<file path="config.mk">
export PLATFORM = sky130hd
export DESIGN_NAME = anchor_bounding_box_refine_flat
export DESIGN_NICKNAME = d
export VERILOG_FILES = /design/src/abr_pkg.sv /design/src/abr_in_if.sv /design/src/abr_out_if.sv /design/src/abr_cfg_if.sv /design/src/abr_cfg_regs.sv /design/src/abr_refine.sv /design/src/anchor_bounding_box_refine.sv /design/src/flat_wrapper.sv
export SDC_FILE = /design/constraint.sdc
export NUM_CORES = 1
export LEC_CHECK = 0
export BUFFER_PORTS_ARGS = -buffer_cell sky130_fd_sc_hd__buf_2
export CAP_MARGIN = 20
export CELL_PAD_IN_SITES_DETAIL_PLACEMENT = 0
export CELL_PAD_IN_SITES_GLOBAL_PLACEMENT = 1
export CORE_ASPECT_RATIO = 0.75
export CORE_MARGIN = 1.5
export CORE_UTILIZATION = 44
export CTS_CLUSTER_SIZE = 30
export DETAILED_ROUTE_END_ITERATION = 10
export PLACE_DENSITY = 0.89
export SLEW_MARGIN = 20
export SYNTH_ARGS = -nofsm -noshare
export SYNTH_HDL_FRONTEND = slang
export SYNTH_HIERARCHICAL = 1
export SYNTH_SLANG_ARGS = --single-unit
</file>
<file path="constraint.sdc">
create_clock -name clk -period 6.89 [get_ports clk]
set_clock_uncertainty 0.2 [all_clocks]
set_input_delay 1.0335 -clock clk [delete_from_list [all_inputs] [get_ports clk]]
set_output_delay 1.0335 -clock clk [all_outputs]
set_load 0.1 [all_outputs]
</file>
<file path="src/abr_pkg.sv">
// Shared constants, codes and types for the anchor bounding-box refine block.
// Used by the channel interfaces and by every module of the block.
`timescale 1ns / 1ps
`default_nettype none

package abr_pkg;

  // Field widths fixed by the channel format.
  localparam int AXIS_BITS      = 20;
  localparam int OP_BITS        = 2;
  localparam int RANGE_BITS     = 16;
  localparam int REG_INDEX_BITS = 2;
  localparam int CFG_DATA_BITS  = 20;

  // Default width of the stored box bounds.
  localparam int COORD_BITS_DEFAULT = 20;

  // Operation codes.
  localparam logic [OP_BITS-1:0] OP_ONE_HOP = 2'd0;
  localparam logic [OP_BITS-1:0] OP_TWO_HOP = 2'd1;
  localparam logic [OP_BITS-1:0] OP_RESTART = 2'd2;

  // Configuration register indexes.
  localparam logic [REG_INDEX_BITS-1:0] REG_RADIO_RANGE  = 2'd0;
  localparam logic [REG_INDEX_BITS-1:0] REG_IDEAL_RANGE  = 2'd1;
  localparam logic [REG_INDEX_BITS-1:0] REG_FIELD_WIDTH  = 2'd2;
  localparam logic [REG_INDEX_BITS-1:0] REG_FIELD_HEIGHT = 2'd3;

  // Register values after reset.
  localparam logic [RANGE_BITS-1:0] RADIO_RANGE_RST  = 16'd1600;
  localparam logic [RANGE_BITS-1:0] IDEAL_RANGE_RST  = 16'd1280;
  localparam logic [AXIS_BITS-1:0]  FIELD_WIDTH_RST  = 20'd16000;
  localparam logic [AXIS_BITS-1:0]  FIELD_HEIGHT_RST = 20'd16000;

  typedef struct packed {
    logic [RANGE_BITS-1:0] radio_reach;
    logic [RANGE_BITS-1:0] ideal_reach;
    logic [AXIS_BITS-1:0]  field_width;
    logic [AXIS_BITS-1:0]  field_height;
  } abr_cfg_t;

endpackage

`default_nettype wire

</file>
<file path="src/abr_in_if.sv">
// Input channel of the anchor bounding-box refine block: one anchor word.
// Depends on abr_pkg for the field widths.
`timescale 1ns / 1ps
`default_nettype none

interface abr_in_if;
  logic                          valid;
  logic                          ready;
  logic [abr_pkg::OP_BITS-1:0]   op;
  logic [abr_pkg::AXIS_BITS-1:0] anchor_x;
  logic [abr_pkg::AXIS_BITS-1:0] anchor_y;

  modport source (output valid, op, anchor_x, anchor_y, input ready);
  modport sink   (input valid, op, anchor_x, anchor_y, output ready);
endinterface

`default_nettype wire

</file>
<file path="src/abr_out_if.sv">
// Result channel of the anchor bounding-box refine block: one box word.
// Depends on abr_pkg for the field widths.
`timescale 1ns / 1ps
`default_nettype none

interface abr_out_if;
  logic                          valid;
  logic                          ready;
  logic [abr_pkg::AXIS_BITS-1:0] box_xmin;
  logic [abr_pkg::AXIS_BITS-1:0] box_ymin;
  logic [abr_pkg::AXIS_BITS-1:0] box_xmax;
  logic [abr_pkg::AXIS_BITS-1:0] box_ymax;
  logic                          accepted;
  logic                          history_cleared;

  modport source (output valid, box_xmin, box_ymin, box_xmax, box_ymax, accepted,
                  history_cleared, input ready);
  modport sink   (input valid, box_xmin, box_ymin, box_xmax, box_ymax, accepted,
                  history_cleared, output ready);
endinterface

`default_nettype wire

</file>
<file path="src/abr_cfg_if.sv">
// Configuration write channel of the anchor bounding-box refine block.
// Depends on abr_pkg for the index and data widths.
`timescale 1ns / 1ps
`default_nettype none

interface abr_cfg_if;
  logic                              valid;
  logic                              ready;
  logic [abr_pkg::REG_INDEX_BITS-1:0] index;
  logic [abr_pkg::CFG_DATA_BITS-1:0]  data;

  modport source (output valid, index, data, input ready);
  modport sink   (input valid, index, data, output ready);
endinterface

`default_nettype wire

</file>
<file path="src/abr_cfg_regs.sv">
// Configuration register file: radio range, ideal range and field extents.
// Depends on abr_pkg and abr_cfg_if.
`timescale 1ns / 1ps
`default_nettype none

module abr_cfg_regs (
  input  wire logic       clk,
  input  wire logic       rst_n,
  abr_cfg_if.sink         cfg_ch,
  output abr_pkg::abr_cfg_t cfg
);

  abr_pkg::abr_cfg_t cfg_r;
  logic              wr_en;

  assign cfg_ch.ready = 1'b1;
  assign wr_en        = cfg_ch.valid;
  assign cfg          = cfg_r;

  always_ff @(posedge clk) begin
    if (!rst_n) begin
      cfg_r.radio_reach  <= abr_pkg::RADIO_RANGE_RST;
      cfg_r.ideal_reach  <= abr_pkg::IDEAL_RANGE_RST;
      cfg_r.field_width  <= abr_pkg::FIELD_WIDTH_RST;
      cfg_r.field_height <= abr_pkg::FIELD_HEIGHT_RST;
    end else if (wr_en) begin
      unique case (cfg_ch.index)
        abr_pkg::REG_RADIO_RANGE:  cfg_r.radio_reach  <= cfg_ch.data[abr_pkg::RANGE_BITS-1:0];
        abr_pkg::REG_IDEAL_RANGE:  cfg_r.ideal_reach  <= cfg_ch.data[abr_pkg::RANGE_BITS-1:0];
        abr_pkg::REG_FIELD_WIDTH:  cfg_r.field_width  <= cfg_ch.data[abr_pkg::AXIS_BITS-1:0];
        abr_pkg::REG_FIELD_HEIGHT: cfg_r.field_height <= cfg_ch.data[abr_pkg::AXIS_BITS-1:0];
        default: begin
        end
      endcase
    end
  end

endmodule

`default_nettype wire

</file>
<file path="src/abr_refine.sv">
// Combinational box refinement: anchor box, overlap and two-hop tests, new box.
// Depends on abr_pkg.
`timescale 1ns / 1ps
`default_nettype none

module abr_refine #(
  parameter int COORD_BITS = abr_pkg::COORD_BITS_DEFAULT
) (
  input  wire abr_pkg::abr_cfg_t               cfg,
  input  wire logic [abr_pkg::OP_BITS-1:0]     op,
  input  wire logic [abr_pkg::AXIS_BITS-1:0]   anchor_x,
  input  wire logic [abr_pkg::AXIS_BITS-1:0]   anchor_y,
  input  wire logic [COORD_BITS-1:0]           kept_xmin,
  input  wire logic [COORD_BITS-1:0]           kept_ymin,
  input  wire logic [COORD_BITS-1:0]           kept_xmax,
  input  wire logic [COORD_BITS-1:0]           kept_ymax,
  output logic      [COORD_BITS-1:0]           new_xmin,
  output logic      [COORD_BITS-1:0]           new_ymin,
  output logic      [COORD_BITS-1:0]           new_xmax,
  output logic      [COORD_BITS-1:0]           new_ymax,
  output logic                                 accepted,
  output logic                                 history_cleared
);

  // Signed working width: wide enough for an anchor box that reaches below
  // zero or above the largest coordinate, plus the ideal-range margin.
  localparam int AXB = abr_pkg::AXIS_BITS;
  localparam int SW  = ((COORD_BITS > AXB) ? COORD_BITS : AXB) + 2;
  localparam int RB  = abr_pkg::RANGE_BITS;

  typedef logic signed [SW-1:0] sval_t;

  logic [RB:0]             span;
  logic [COORD_BITS-1:0]   fw_masked;
  logic [COORD_BITS-1:0]   fh_masked;
  sval_t ax_s, ay_s, span_s, d_s, fw_s, fh_s;
  sval_t a_x0, a_y0, a_x1, a_y1;
  sval_t k_x0, k_y0, k_x1, k_y1;
  sval_t n_x0, n_y0, n_x1, n_y1;
  logic  overlap;
  logic  contained;

  // A two-hop anchor doubles the radio range.
  assign span   = (op == abr_pkg::OP_TWO_HOP) ? {cfg.radio_reach, 1'b0}
                                              : {1'b0, cfg.radio_reach};
  assign span_s = $signed(SW'(span));
  assign d_s    = $signed(SW'(cfg.ideal_reach));

  assign fw_masked = COORD_BITS'(cfg.field_width);
  assign fh_masked = COORD_BITS'(cfg.field_height);
  assign fw_s      = $signed(SW'(fw_masked));
  assign fh_s      = $signed(SW'(fh_masked));

  assign ax_s = $signed(SW'(anchor_x));
  assign ay_s = $signed(SW'(anchor_y));
  assign a_x0 = ax_s - span_s;
  assign a_y0 = ay_s - span_s;
  assign a_x1 = ax_s + span_s;
  assign a_y1 = ay_s + span_s;

  assign k_x0 = $signed(SW'(kept_xmin));
  assign k_y0 = $signed(SW'(kept_ymin));
  assign k_x1 = $signed(SW'(kept_xmax));
  assign k_y1 = $signed(SW'(kept_ymax));

  // Closed-interval overlap on both axes; touching edges count.
  assign overlap = (a_x0 <= k_x1) && (a_x1 >= k_x0) && (a_y0 <= k_y1) && (a_y1 >= k_y0);

  // Kept box lies within the anchor box shrunk by the ideal range.
  assign contained = (k_x0 >= a_x0 + d_s) && (k_y0 >= a_y0 + d_s) &&
                     (k_x1 <= a_x1 - d_s) && (k_y1 <= a_y1 - d_s);

  always_comb begin
    n_x0            = k_x0;
    n_y0            = k_y0;
    n_x1            = k_x1;
    n_y1            = k_y1;
    accepted        = 1'b0;
    history_cleared = 1'b0;
    unique case (op) inside
      abr_pkg::OP_RESTART: begin
        n_x0            = '0;
        n_y0            = '0;
        n_x1            = fw_s;
        n_y1            = fh_s;
        history_cleared = 1'b1;
      end
      abr_pkg::OP_ONE_HOP, abr_pkg::OP_TWO_HOP: begin
        if (overlap) begin
          if (!((op == abr_pkg::OP_TWO_HOP) && contained)) begin
            n_x0     = (a_x0 > k_x0) ? a_x0 : k_x0;
            n_y0     = (a_y0 > k_y0) ? a_y0 : k_y0;
            n_x1     = (a_x1 < k_x1) ? a_x1 : k_x1;
            n_y1     = (a_y1 < k_y1) ? a_y1 : k_y1;
            accepted = 1'b1;
          end
        end else begin
          // Disjoint: restart from the anchor box clamped to the field.
          n_x0            = (a_x0 > sval_t'(0)) ? a_x0 : sval_t'(0);
          n_y0            = (a_y0 > sval_t'(0)) ? a_y0 : sval_t'(0);
          n_x1            = (a_x1 < fw_s) ? a_x1 : fw_s;
          n_y1            = (a_y1 < fh_s) ? a_y1 : fh_s;
          accepted        = 1'b1;
          history_cleared = 1'b1;
        end
      end
      default: begin
      end
    endcase
  end

  assign new_xmin = COORD_BITS'(n_x0);
  assign new_ymin = COORD_BITS'(n_y0);
  assign new_xmax = COORD_BITS'(n_x1);
  assign new_ymax = COORD_BITS'(n_y1);

endmodule

`default_nettype wire

</file>
<file path="src/anchor_bounding_box_refine.sv">
// Top level of the anchor bounding-box refine block: input register, kept box,
// result register. Depends on abr_pkg, the channel interfaces, abr_cfg_regs, abr_refine.
//
//   in_ch carries one anchor word per handshake: an op code (one-hop anchor,
//   two-hop anchor or restart) and the anchor position. out_ch returns one
//   result word for every input word: the kept box after the step, whether
//   the anchor was used, and whether the anchor history was cleared.
//   cfg_ch writes the radio range, ideal range and field extents; it is
//   always ready and should only be written while no word is in flight.
//   An accepted word goes into the input register and then into the result
//   register, which drives out_ch.valid; a stalled receiver can hold it back.
//   Throughput is one word per cycle unless the receiver stalls: the kept box
//   is updated in the same cycle a word moves from the input register to the
//   result register, so the next word always sees the box the last one left.
//   When the receiver stalls, the result register holds its word and the
//   input register takes one more word; in_ch.ready drops only when both
//   are full, and rises again in the cycle the receiver takes its word.
//   Reset (synchronous, active low) empties both registers, restores the
//   configuration defaults and sets the kept box to the full default field.
`timescale 1ns / 1ps
`default_nettype none

module anchor_bounding_box_refine #(
  parameter int COORD_BITS = abr_pkg::COORD_BITS_DEFAULT
) (
  input wire logic  clk,
  input wire logic  rst_n,
  abr_in_if.sink    in_ch,
  abr_out_if.source out_ch,
  abr_cfg_if.sink   cfg_ch
);

  localparam int AXB = abr_pkg::AXIS_BITS;

  abr_pkg::abr_cfg_t cfg;

  // Input register stage.
  logic                          s1_valid_r;
  logic [abr_pkg::OP_BITS-1:0]   s1_op_r;
  logic [AXB-1:0]                s1_ax_r;
  logic [AXB-1:0]                s1_ay_r;

  // Kept box.
  logic [COORD_BITS-1:0] box_xmin_r, box_ymin_r, box_xmax_r, box_ymax_r;
  logic [COORD_BITS-1:0] box_xmin_nxt, box_ymin_nxt, box_xmax_nxt, box_ymax_nxt;
  logic                  accepted_nxt, cleared_nxt;

  // Result register stage.
  logic           out_valid_r;
  logic [AXB-1:0] out_xmin_r, out_ymin_r, out_xmax_r, out_ymax_r;
  logic           out_acc_r, out_clr_r;

  logic out_free;
  logic s1_move;
  logic in_take;

  abr_cfg_regs u_cfg (
    .clk    (clk),
    .rst_n  (rst_n),
    .cfg_ch (cfg_ch),
    .cfg    (cfg)
  );

  abr_refine #(.COORD_BITS(COORD_BITS)) u_refine (
    .cfg             (cfg),
    .op              (s1_op_r),
    .anchor_x        (s1_ax_r),
    .anchor_y        (s1_ay_r),
    .kept_xmin       (box_xmin_r),
    .kept_ymin       (box_ymin_r),
    .kept_xmax       (box_xmax_r),
    .kept_ymax       (box_ymax_r),
    .new_xmin        (box_xmin_nxt),
    .new_ymin        (box_ymin_nxt),
    .new_xmax        (box_xmax_nxt),
    .new_ymax        (box_ymax_nxt),
    .accepted        (accepted_nxt),
    .history_cleared (cleared_nxt)
  );

  // The result register can take a word when it is empty or being drained.
  assign out_free    = !out_valid_r || out_ch.ready;
  assign s1_move     = s1_valid_r && out_free;
  assign in_ch.ready = !s1_valid_r || out_free;
  assign in_take     = in_ch.valid && in_ch.ready;

  always_ff @(posedge clk) begin
    if (!rst_n) begin
      s1_valid_r <= 1'b0;
    end else if (in_take) begin
      s1_valid_r <= 1'b1;
    end else if (s1_move) begin
      s1_valid_r <= 1'b0;
    end
  end

  always_ff @(posedge clk) begin
    if (in_take) begin
      s1_op_r <= in_ch.op;
      s1_ax_r <= in_ch.anchor_x;
      s1_ay_r <= in_ch.anchor_y;
    end
  end

  // The box only changes when a word leaves the input register, so words
  // are applied strictly in arrival order.
  always_ff @(posedge clk) begin
    if (!rst_n) begin
      box_xmin_r <= '0;
      box_ymin_r <= '0;
      box_xmax_r <= COORD_BITS'(abr_pkg::FIELD_WIDTH_RST);
      box_ymax_r <= COORD_BITS'(abr_pkg::FIELD_HEIGHT_RST);
    end else if (s1_move) begin
      box_xmin_r <= box_xmin_nxt;
      box_ymin_r <= box_ymin_nxt;
      box_xmax_r <= box_xmax_nxt;
      box_ymax_r <= box_ymax_nxt;
    end
  end

  always_ff @(posedge clk) begin
    if (!rst_n) begin
      out_valid_r <= 1'b0;
    end else if (s1_move) begin
      out_valid_r <= 1'b1;
    end else if (out_ch.ready) begin
      out_valid_r <= 1'b0;
    end
  end

  always_ff @(posedge clk) begin
    if (s1_move) begin
      out_xmin_r <= AXB'(box_xmin_nxt);
      out_ymin_r <= AXB'(box_ymin_nxt);
      out_xmax_r <= AXB'(box_xmax_nxt);
      out_ymax_r <= AXB'(box_ymax_nxt);
      out_acc_r  <= accepted_nxt;
      out_clr_r  <= cleared_nxt;
    end
  end

  assign out_ch.valid           = out_valid_r;
  assign out_ch.box_xmin        = out_xmin_r;
  assign out_ch.box_ymin        = out_ymin_r;
  assign out_ch.box_xmax        = out_xmax_r;
  assign out_ch.box_ymax        = out_ymax_r;
  assign out_ch.accepted        = out_acc_r;
  assign out_ch.history_cleared = out_clr_r;

endmodule

`default_nettype wire
</file>
<file path="src/flat_wrapper.sv">
// flat-port wrapper written by rule: the top's interface ports become plain ports
module anchor_bounding_box_refine_flat 
#(
  parameter int COORD_BITS = abr_pkg::COORD_BITS_DEFAULT
)
  (clk, rst_n, in_ch_valid, in_ch_op, in_ch_anchor_x, in_ch_anchor_y, in_ch_ready, out_ch_valid, out_ch_box_xmin, out_ch_box_ymin, out_ch_box_xmax, out_ch_box_ymax, out_ch_accepted, out_ch_history_cleared, out_ch_ready, cfg_ch_valid, cfg_ch_index, cfg_ch_data, cfg_ch_ready);
  abr_in_if in_ch_i ();
  abr_out_if out_ch_i ();
  abr_cfg_if cfg_ch_i ();
  input wire logic clk;
  input wire logic rst_n;
  input wire logic [$bits(in_ch_i.valid)-1:0] in_ch_valid;
  input wire logic [$bits(in_ch_i.op)-1:0] in_ch_op;
  input wire logic [$bits(in_ch_i.anchor_x)-1:0] in_ch_anchor_x;
  input wire logic [$bits(in_ch_i.anchor_y)-1:0] in_ch_anchor_y;
  output wire logic [$bits(in_ch_i.ready)-1:0] in_ch_ready;
  output wire logic [$bits(out_ch_i.valid)-1:0] out_ch_valid;
  output wire logic [$bits(out_ch_i.box_xmin)-1:0] out_ch_box_xmin;
  output wire logic [$bits(out_ch_i.box_ymin)-1:0] out_ch_box_ymin;
  output wire logic [$bits(out_ch_i.box_xmax)-1:0] out_ch_box_xmax;
  output wire logic [$bits(out_ch_i.box_ymax)-1:0] out_ch_box_ymax;
  output wire logic [$bits(out_ch_i.accepted)-1:0] out_ch_accepted;
  output wire logic [$bits(out_ch_i.history_cleared)-1:0] out_ch_history_cleared;
  input wire logic [$bits(out_ch_i.ready)-1:0] out_ch_ready;
  input wire logic [$bits(cfg_ch_i.valid)-1:0] cfg_ch_valid;
  input wire logic [$bits(cfg_ch_i.index)-1:0] cfg_ch_index;
  input wire logic [$bits(cfg_ch_i.data)-1:0] cfg_ch_data;
  output wire logic [$bits(cfg_ch_i.ready)-1:0] cfg_ch_ready;
  assign in_ch_i.valid = in_ch_valid;
  assign in_ch_i.op = in_ch_op;
  assign in_ch_i.anchor_x = in_ch_anchor_x;
  assign in_ch_i.anchor_y = in_ch_anchor_y;
  assign in_ch_ready = in_ch_i.ready;
  assign out_ch_valid = out_ch_i.valid;
  assign out_ch_box_xmin = out_ch_i.box_xmin;
  assign out_ch_box_ymin = out_ch_i.box_ymin;
  assign out_ch_box_xmax = out_ch_i.box_xmax;
  assign out_ch_box_ymax = out_ch_i.box_ymax;
  assign out_ch_accepted = out_ch_i.accepted;
  assign out_ch_history_cleared = out_ch_i.history_cleared;
  assign out_ch_i.ready = out_ch_ready;
  assign cfg_ch_i.valid = cfg_ch_valid;
  assign cfg_ch_i.index = cfg_ch_index;
  assign cfg_ch_i.data = cfg_ch_data;
  assign cfg_ch_ready = cfg_ch_i.ready;
  anchor_bounding_box_refine #(.COORD_BITS(COORD_BITS)) u_core (.clk(clk), .rst_n(rst_n), .in_ch(in_ch_i), .out_ch(out_ch_i), .cfg_ch(cfg_ch_i));
endmodule
</file>
Word level (Yosys, flattened, before mapping). Cells that the tools add are included.

Flip-flop bits (word level): 278. Bits in latches: 0. Bits in writable memories: 0. Memory bits (read-only): 0. Input port bits: 69. Output and inout bits: 85. Word-level logic and storage cells: 99. Memories kept: 0.

Add/sub/neg operators: 8. Multipliers: 0. Divide/modulo/power cells: 0. $lt $le $gt $ge: 16. Equal/unequal tests: 5. Shifts and indexed selects: 0. Mux-type cells: 29. Bitwise gates (word level): 0. Reductions and logical operators: 22.

Operators with widths (count): 20-bit two-way mux (16); 20-bit one-hot mux with 2 select lines (4); 21-bit by 20-bit < comparator with 1-bit output (4); 21-bit by 17-bit adder with 22-bit output (2); 21-bit by 22-bit greater-or-equal comparator with 1-bit output (2); 21-bit by 22-bit less-or-equal comparator with 1-bit output (2); 21-bit by 16-bit subtractor with 22-bit output (2); 20-bit by 17-bit adder with 21-bit output (2); 21-bit by 20-bit greater-or-equal comparator with 1-bit output (2); 21-bit by 1-bit greater-than comparator with 1-bit output, second input constant (2); 21-bit greater-than comparator (2); 21-bit less-or-equal comparator (2); 20-bit by 17-bit subtractor with 21-bit output (2); 17-bit two-way mux (1); 1-bit logical AND (9); 2-bit AND reduction (4); 1-bit two-way mux (7); 2-bit equality test, second input constant (3); 2-bit by 1-bit equality test with 1-bit output, second input constant (2); 2-bit zero test (2); 2-bit nonzero test (2); 1-bit zero test (2); 1-bit logical OR (2); 1-bit one-hot mux with 2 select lines (1); 2-bit OR reduction (1).

Logic depth before layout (Yosys ltp). Gate-level depths: netlist of run 1.

Word-level depth: 12. Depth in mapped cells: 39. Gate-level depth less buffers: 35.

Cells and area by module. The synthesis of run 1 kept the hierarchy.

By module, submodules not included: abr_refine (instances 1, cells each 2345, area each 17077.6 sq um, seq. area each 0.0 sq um); anchor_bounding_box_refine (instances 1, cells each 483, area each 6996.7 sq um, seq. area each 5365.1 sq um); abr_cfg_regs (instances 1, cells each 271, area each 2753.9 sq um, seq. area each 1441.4 sq um).

Least setup slack after synthesis of run 1. Ideal clock, no wire load.

Path kind: register -> register. Start point: register u_core/s1_op_r[1] in the netlist's numbering. End point: register u_core.box_xmax_r[10]. Library setup time: 0.106 ns. Arrival time: 7.260 ns. Data required time: 6.584 ns. Path slack: -0.676 ns. Stages on the path, launching flop included: 37. Path buffers: 4. Clock period less this slack: 7.566 ns. Cell sequence: edfxtp_1 nor2b_1 clkbuf_1 buf_1 mux2_2 ha_1 nor2b_1 nor4b_4 or4b_1 and2_1 a31o_2 xnor2_1 ha_1 a21o_1 a21o_1 a21oi_1 o21a_1 o31ai_1 and3_1 xnor2_1 ha_1 nor4_1 nand2_1 a31oi_1 o211ai_1 o211ai_1 nand2_1 a2111oi_4 a211oi_1 nand4_2 buf_6 nand2_2 buf_6 mux2i_1 a221oi_1 inv_1 o311ai_0.

Cells in the longest elaborated chain, start to end: 12. Elaborated cells between the ends (all ways): 35. Classes of those cells: add/sub: 8; order compare: 10; eq/ne: 2; mux: 6; reduce/logical: 9.

Ends and longest elaborated chain: start: declaration (RTL line anchor_bounding_box_refine.sv:39) `logic [abr_pkg::OP_BITS-1:0] s1_op_r;`; start signal: assignment (RTL line anchor_bounding_box_refine.sv:99) `s1_op_r <= in_ch.op;`; 2-bit by 1-bit equality test with 1-bit output (RTL line abr_refine.sv:44, abr_refine.sv:90); 17-bit two-way mux (RTL line abr_refine.sv:44) `assign span = (op == abr_pkg::OP_TWO_HOP) ? {cfg.radio_reach, 1'b0}`; 20-bit by 17-bit subtractor with 21-bit output, on equally long branches (RTL line abr_refine.sv:56, abr_refine.sv:57); 21-bit by 17-bit adder with 22-bit output (RTL line abr_refine.sv:70) `assign contained = (k_x0 >= a_x0 + d_s) && (k_y0 >= a_y0 + d_s) &&`; 21-bit by 22-bit greater-or-equal comparator with 1-bit output (RTL line abr_refine.sv:70); 1-bit logical AND (2 in series) (RTL line abr_refine.sv:70); 1-bit logical AND (RTL line abr_refine.sv:71) `(k_x1 <= a_x1 - d_s) && (k_y1 <= a_y1 - d_s);`; 1-bit logical AND (RTL line abr_refine.sv:90) `if (!((op == abr_pkg::OP_TWO_HOP) && contained)) begin`; 20-bit two-way mux (RTL line abr_refine.sv:90); 20-bit two-way mux (RTL line abr_refine.sv:89) `if (overlap) begin`; 20-bit one-hot mux with 2 select lines (*) (RTL line abr_refine.sv:80) `unique case (op) inside`; net u_core.box_xmax_nxt[10] (RTL line anchor_bounding_box_refine.sv:45) `logic [COORD_BITS-1:0] box_xmin_nxt, box_ymin_nxt, box_xmax_nxt, box_ymax_nxt;`; end signal: assignment (RTL line anchor_bounding_box_refine.sv:111) `box_xmax_r <= COORD_BITS'(abr_pkg::FIELD_WIDTH_RST);`; end signal: assignment (RTL line anchor_bounding_box_refine.sv:116) `box_xmax_r <= box_xmax_nxt;`; end: declaration (RTL line anchor_bounding_box_refine.sv:44) `logic [COORD_BITS-1:0] box_xmin_r, box_ymin_r, box_xmax_r, box_ymax_r;`.

The timed path passes the listed nets; every way through them passes the cells marked *. A chain may end at the register's enable or synchronous reset.

Final worst setup path of run 1.
Start point: register u_core/s1_op_r[1] in the netlist's numbering. End point: register u_core.box_ymax_r[7].

Cells in the longest elaborated chain, start to end: 12. Elaborated cells between the ends (all ways): 35. Classes of those cells: add/sub: 8; order compare: 10; eq/ne: 2; mux: 6; reduce/logical: 9.

Ends and longest elaborated chain: 2-bit by 1-bit equality test with 1-bit output (RTL line abr_refine.sv:44, abr_refine.sv:90); 17-bit two-way mux (RTL line abr_refine.sv:44); 20-bit by 17-bit subtractor with 21-bit output, on equally long branches (RTL line abr_refine.sv:56, abr_refine.sv:57); 21-bit by 17-bit adder with 22-bit output (RTL line abr_refine.sv:70); 21-bit by 22-bit greater-or-equal comparator with 1-bit output (RTL line abr_refine.sv:70); 1-bit logical AND (2 in series) (RTL line abr_refine.sv:70); 1-bit logical AND (RTL line abr_refine.sv:71); 1-bit logical AND (RTL line abr_refine.sv:90); 20-bit two-way mux (RTL line abr_refine.sv:90); 20-bit two-way mux (RTL line abr_refine.sv:89); 20-bit one-hot mux with 2 select lines (*) (RTL line abr_refine.sv:80); net u_core.box_ymax_nxt[7] (RTL line anchor_bounding_box_refine.sv:45); end signal: assignment (RTL line anchor_bounding_box_refine.sv:112) `box_ymax_r <= COORD_BITS'(abr_pkg::FIELD_HEIGHT_RST);`; end signal: assignment (RTL line anchor_bounding_box_refine.sv:117) `box_ymax_r <= box_ymax_nxt;`; end: declaration (RTL line anchor_bounding_box_refine.sv:44).

Marked as above.

==> out/metrics.csv, run 1 <==
metric,value,unit
max_slew headroom,24.9,%
Int Power,4510,µW
post-synthesis sequential area ratio,25.4,%
power per standard cell area,223,mW/mm²
Syn Nets,3585,
GPL Wtd Cong,1.06,
Final Non-Filler Cells,4539,
dpl cells,4436,
CTS root buf,clkbuf_16,
"Data required, critical path",7210,ps
CP startpoint kind,flop,
Area Growth Syn to Fin,29.0,%
# setup viols final,161,
Die Y,217,µm
# H-tree levels,1,
Crit Path Class,flop to flop,
status,finished with violations,
Yosys top cell area share,19.1,%
largest net degree at the start of global routing,151,
Reg power frac,25.2,%
Post-DRT Antenna Nets,0,
global-route wire length before repair,151000,µm
Chip Width,288,µm
max-cap violations,0,
routed vias,27200,
CP endpoint kind,flop,
"EDFF count, synth",124,
HP Class,flop to flop,
Total Wirelength,101000,µm
Fin. Hold Viols,0,
period utilisation layout,111,%
Synth Flop Type,dfxtp_1,
Synth area leaders,"ha_1 19%, edfxtp_1 14%, dfxtp_1 11%",
Peak VDD IR,0.000234,V
# rows,78,
Post-DP Area,0.0320,mm²
Clock Latency Late Sink,620,ps
1st-pass router iterations,8,
RSZ-0062 raised after global routing,true,
fin crit period,7630,ps
Pleak,0.0155,µW
fillcell total,5296,
IO Count,154,
failing checks,negative setup slack,
Synth Register Bits,278,
Layout Nets,4202,
synthesis warning total,6,
DR vias/cell,5.99,
final worst slack,-736,ps
Worst Path Max Fanout,8,
power share of the clock group,21.1,%
fin area,0.0346,mm²
area of the core,0.0604,mm²
Netlist cell types,108,
GRT Total Usage,31.3,%
fmax,0.131,GHz
total congestion overflow,0,
1st-iter DRT viols,3226,
total die area,0.0625,mm²
Port Buffers,152,
Comb power frac,53.6,%
Least-Margin Pin Slew,1120,ps
Critical-path top delay cell,or4b_4,
Buf/Inv on CP,6,
Switching Fraction,41.5,%
CTS Sinks,278,
cells after synthesis,3099,
async set-or-reset flop fraction in the synthesized netlist,0,%
post-DP HPWL,78800,µm
"commonest non-fill, non-tap cell in the layout",buf_4,
Sw Pwr,3200,µW
share of cells above drive strength 1,27.2,%
Final Slew Violations,0,
cell taking the most area after synthesis,ha_1,
routed len/inst,22.3,µm
clk slew on worst S/H paths,70,ps
ant diodes,0,
Remaining DRCs,0,
"worst slack, placed",-1110,ps
Num CTS Buffers,29,
"Avg Cell Area, Syn",8.66,µm²
antenna violations before repair,1,
Max Root-Sink Buffers,3,
vias in the first global route,25200,
max incr delay on CP,520,ps
initial core utilization,44.4,%
TritonCTS clock tree,yes,
Mapped Area,0.0268,mm²
arrival time worst endpoint,7950,ps
most frequent cells in the layout,"519 x buf_4, 402 x ha_1, 351 x nand2_1",
crit-path leading delay family,compound AO/OA/AOI/OAI gates,
## cell usage after synthesis, types with 62 or more instances
cell / instances
inv_1: 249
mux2i_1: 214
nand2_1: 355
clkbuf_1: 70
edfxtp_1: 124
nor2b_1: 62
xnor2_1: 76
o21ai_0: 146
ha_1: 409
a21o_1: 77
a21oi_1: 224
nor2_1: 134
dfxtp_1: 154
## worst min-delay path: stages, from the launching register on
cell and delay [ps]:
dfxtp_1 320, nand2_1 60, mux2i_1 60
## layer usage
metal	track usage [%]	vias up	part of all wire, %
li1	-	12600	-
met4	9.46	0	3.6
met2	42.5	1541	38
met3	9.32	224	14
met5	0	-	0
met1	46.8	12800	45
## sequential cells by signal (all words and copies together), names as in the netlist
register                       count
u_core/out_ch.box_ymin            20
u_core/out_ch.box_xmax            20
u_core/s1_ay_r                    20
u_core/out_ch.box_xmin            20
u_core/out_ch.history_cleared      1
u_core/box_ymin_r                 20
u_core/box_ymax_r                 20
u_core/s1_op_r                     2
u_core/out_ch.accepted             1
u_core/out_ch.box_ymax            20
u_core/box_xmax_r                 20
u_core/out_ch.valid                1
u_core/s1_ax_r                    20
u_core/s1_valid_r                  1
u_core/box_xmin_r                 20
u_core/u_cfg/cfg                  72
## per-stage QoR
stage | hold WS (ps) | utilization [%] | TNS (ps) | power, µW
3_5_place_dp | 262 | 53.0 | -142350 | 5690
5_1_grt | 289 | 57.3 | -127890 | 8100
4_1_cts | 279 | 56.4 | -78310 | 7510
6_report | 281 | 57.3 | -86720 | 7710
2_1_floorplan | 238 | - | 0 | 4240
3_3_place_gp | 249 | 53.0 | -108810 | 5630
## kinds of logic (layout without fill, tap and decap cells)
kind of cell / count (synthesis) / count (layout) / share of synthesized area [%]
adders and majority gates: 417 / 417 / 19.7
DFF: 278 / 278 / 25.4
buffers and inverters: 385 / 1019 / 6.05
AOI/OAI and AO/OA: 815 / 815 / 20.7
other: 1 / 1 / 0.0140
xor gates and xnor gates: 125 / 125 / 4.11
and+or+nand+nor: 848 / 854 / 15.5
muxes: 230 / 230 / 8.66
## area by class of cell
class / instances / area [µm²] / share of cell area, %
Sequential cell: 278 / 6810 / 19.7
Multi-Input combinational cell: 2442 / 19700 / 56.9
Tap cell: 800 / 1000 / 2.89
Timing Repair Buffer: 711 / 5190 / 15.0
Inverter: 254 / 953 / 2.76
Clock buffer: 44 / 865 / 2.50
Clock inverter: 10 / 91.3 / 0.264
## path summary, 6_finish.rpt
kind	startpoint	to	slack [ps]	cells past startpoint
max reg2reg	u_core/s1_op_r[1]	u_core/box_ymax_r[7]	-740	36
min reg2reg	u_core/u_cfg/cfg[68]	u_core/u_cfg/cfg[68]	280	2
min	u_core/u_cfg/cfg[68]	u_core/u_cfg/cfg[68]	280	2
max	u_core/s1_op_r[1]	u_core/box_ymax_r[7]	-740	36
## what timing repair did
item | CTS | global route
setup buffers | 29 | 15
pin swaps | 75 | 36
hold buffers | 0 | 0
endpoints found under the setup margin | 161 | 161
cloned | 7 | 0
gates resized for setup | 192 | 79
## power by group through the flow
stage | Clock, µW | Combinational [µW] | Sequential, µW
global placement | 0 | 3650 | 1980
CTS | 1660 | 3910 | 1940
floorplan | 0 | 2060 | 2180
global route | 1720 | 4430 | 1950
detailed placement | 0 | 3720 | 1980
finish | 1630 | 4130 | 1950
Note: power is estimated with default switching activity, not from simulation.
==> inputs of run 2 (changes only) <==
Settings changed: REMOVE_ABC_BUFFERS set to 1.
==> out/metrics.csv, run 2 (synthesis results as in run 1) <==
metric,value,unit
GRT Total Usage,32.0,%
IO Count,154,
post-DP HPWL,79300,µm
1st-pass router iterations,8,
Peak VDD IR,0.000158,V
HP Class,flop to flop,
ant diodes,0,
Critical-path top delay cell,or4b_4,
status,finished with violations,
final setup TNS,-107460,ps
Fin. Hold Viols,0,
routed len/inst,22.5,µm
Worst R2R Path Depth,36,
Max Root-Sink Buffers,3,
CTS root buf,clkbuf_16,
# H-tree levels,2,
Post-DP Area,0.0324,mm²
Chip Width,288,µm
Least-Margin Pin Slew,1490,ps
fmax,0.130,GHz
Final Slew Violations,0,
RSZ-0062 raised after global routing,true,
"commonest non-fill, non-tap cell in the layout",buf_4,
share of cells above drive strength 1,30.9,%
period utilisation layout,112,%
register area,0.00681,mm²
global-route wire length before repair,154000,µm
Area Growth Syn to Fin,35.2,%
hold path start,u_core/u_cfg/cfg[2],
worst hold stages,2,
largest net degree at the start of global routing,73,
Port Buffers,152,
DR vias/cell,5.98,
Post-DRT Antenna Nets,0,
CTS Sinks,278,
Pleak,0.0162,µW
max reg flops,72,
r2r startpoint,u_core/s1_op_r[1],
Clock Latency Late Sink,560,ps
hold slack final,266,ps
Worst Path Max Fanout,6,
max_slew headroom,0.650,%
Remaining DRCs,0,
Die Y,217,µm
CP endpoint kind,flop,
Final Non-Filler Cells,4636,
final total power,8260,µW
GPL Wtd Cong,1.07,
antenna violations before repair,3,
clk slew on worst S/H paths,70,ps
TritonCTS clock tree,yes,
dpl cells,4504,
CP startpoint kind,flop,
# setup viols final,162,
initial core utilization,44.4,%
routed vias,27700,
area of the core,0.0604,mm²
area of the multi-input gates,0.0203,mm²
fin crit period,7710,ps
vias in the first global route,25700,
fillcell total,5081,
Layout Nets,4297,
Total Wirelength,104000,µm
1st-iter DRT viols,3489,
fin area,0.0363,mm²
Crit Path Class,flop to flop,
CP most frequent cell,buf_4,
total die area,0.0625,mm²
flop-to-flop setup slack,-820,ps
final worst slack,-818,ps
total congestion overflow,0,
arrival time worst endpoint,7830,ps
most frequent cells in the layout,"602 x buf_4, 393 x ha_1, 347 x nand2_1",
"Data required, critical path",7010,ps
max incr delay on CP,570,ps
# rows,78,
Num CTS Buffers,34,
failing checks,negative setup slack,
power per standard cell area,228,mW/mm²
reg2reg end,u_core/out_ch.box_ymax[9],
CTS Hold Buffers Added,0,
max-cap violations,0,
Hold Path End,u_core/u_cfg/cfg[2],
[run 2: cell types whose count changed in the layout (fill, tap and decap cells not counted), sizes merged]
cell / delta
buf: +91
clkbuf: +7
clkinv: +2
nand2: -2
inv: -2
clkinvlp: +2
bufinv: +2
and2: -3
[run 2: power by group]
group	leakage, µW	switching [µW]	internal, µW
Combinational	0.0132	2490	1940
Sequential	0.00244	96.7	1840
Clock	0.000551	792	1110
[run 2: what timing repair did]
item                                    in CTS  in global routing
hold endpoints to repair                     0                  0
endpoints found under the setup margin     162                162
pin swaps                                  120                115
buffers inserted                            40                 32
gates cloned                                 3                  2
resized for setup                          253                171
[run 2: per-stage QoR]
stage,util (%),setup WS [ps]
3_3_place_gp,53.7,-1160
5_1_grt,60.0,-1060
3_5_place_dp,53.7,-1390
2_1_floorplan,-,-3180
4_1_cts,58.2,-645
6_report,60.0,-818
[run 2: how the worst max path moves through the flow]
stage	slack, ps	start	end
final	-820	u_core/s1_op_r[1]	u_core/out_ch.box_ymax[9]
after detailed placement	-1390	u_core/s1_op_r[1]	u_core/box_ymax_r[13]
after floorplan	-3180	u_core/s1_op_r[0]	u_core/box_ymin_r[3]
after CTS	-650	u_core/s1_op_r[1]	u_core/box_xmin_r[3]
after global routing	-1060	u_core/s1_op_r[1]	u_core/box_xmax_r[4]
after global placement	-1160	u_core/s1_op_r[1]	u_core/box_ymax_r[13]
[run 2: cell type report]
type                    count  area share, %
multi-input cells        2437           56.0
flip-flops and latches    278           18.8
repair buffers            806           16.7
well taps                 800           2.76
clock buffers              47           2.71
inverters                 254           2.63
clock inverters            14          0.424
[run 2: worst max-delay path: cells and delay by family (launching register included)]
| family | cells | cell delay (ps) |
|---|---|---|
| DFF | 1 | 430 |
| xor gates and xnor gates | 1 | 170 |
| adders and majority gates | 3 | 770 |
| buffers and inverters | 6 | 910 |
| muxes | 2 | 560 |
| and+or+nand+nor | 12 | 2300 |
| AOI/OAI and AO/OA | 12 | 2090 |
[run 2: per-layer routing]
layer / vias up / wire length [µm] / GRT usage [%]
met4: 6 / 3180 / 9.08
li1: 12800 / - / -
met5: - / 32 / 0
met2: 1618 / 40600 / 43.5
met3: 197 / 14800 / 10.7
met1: 13100 / 45700 / 47.2
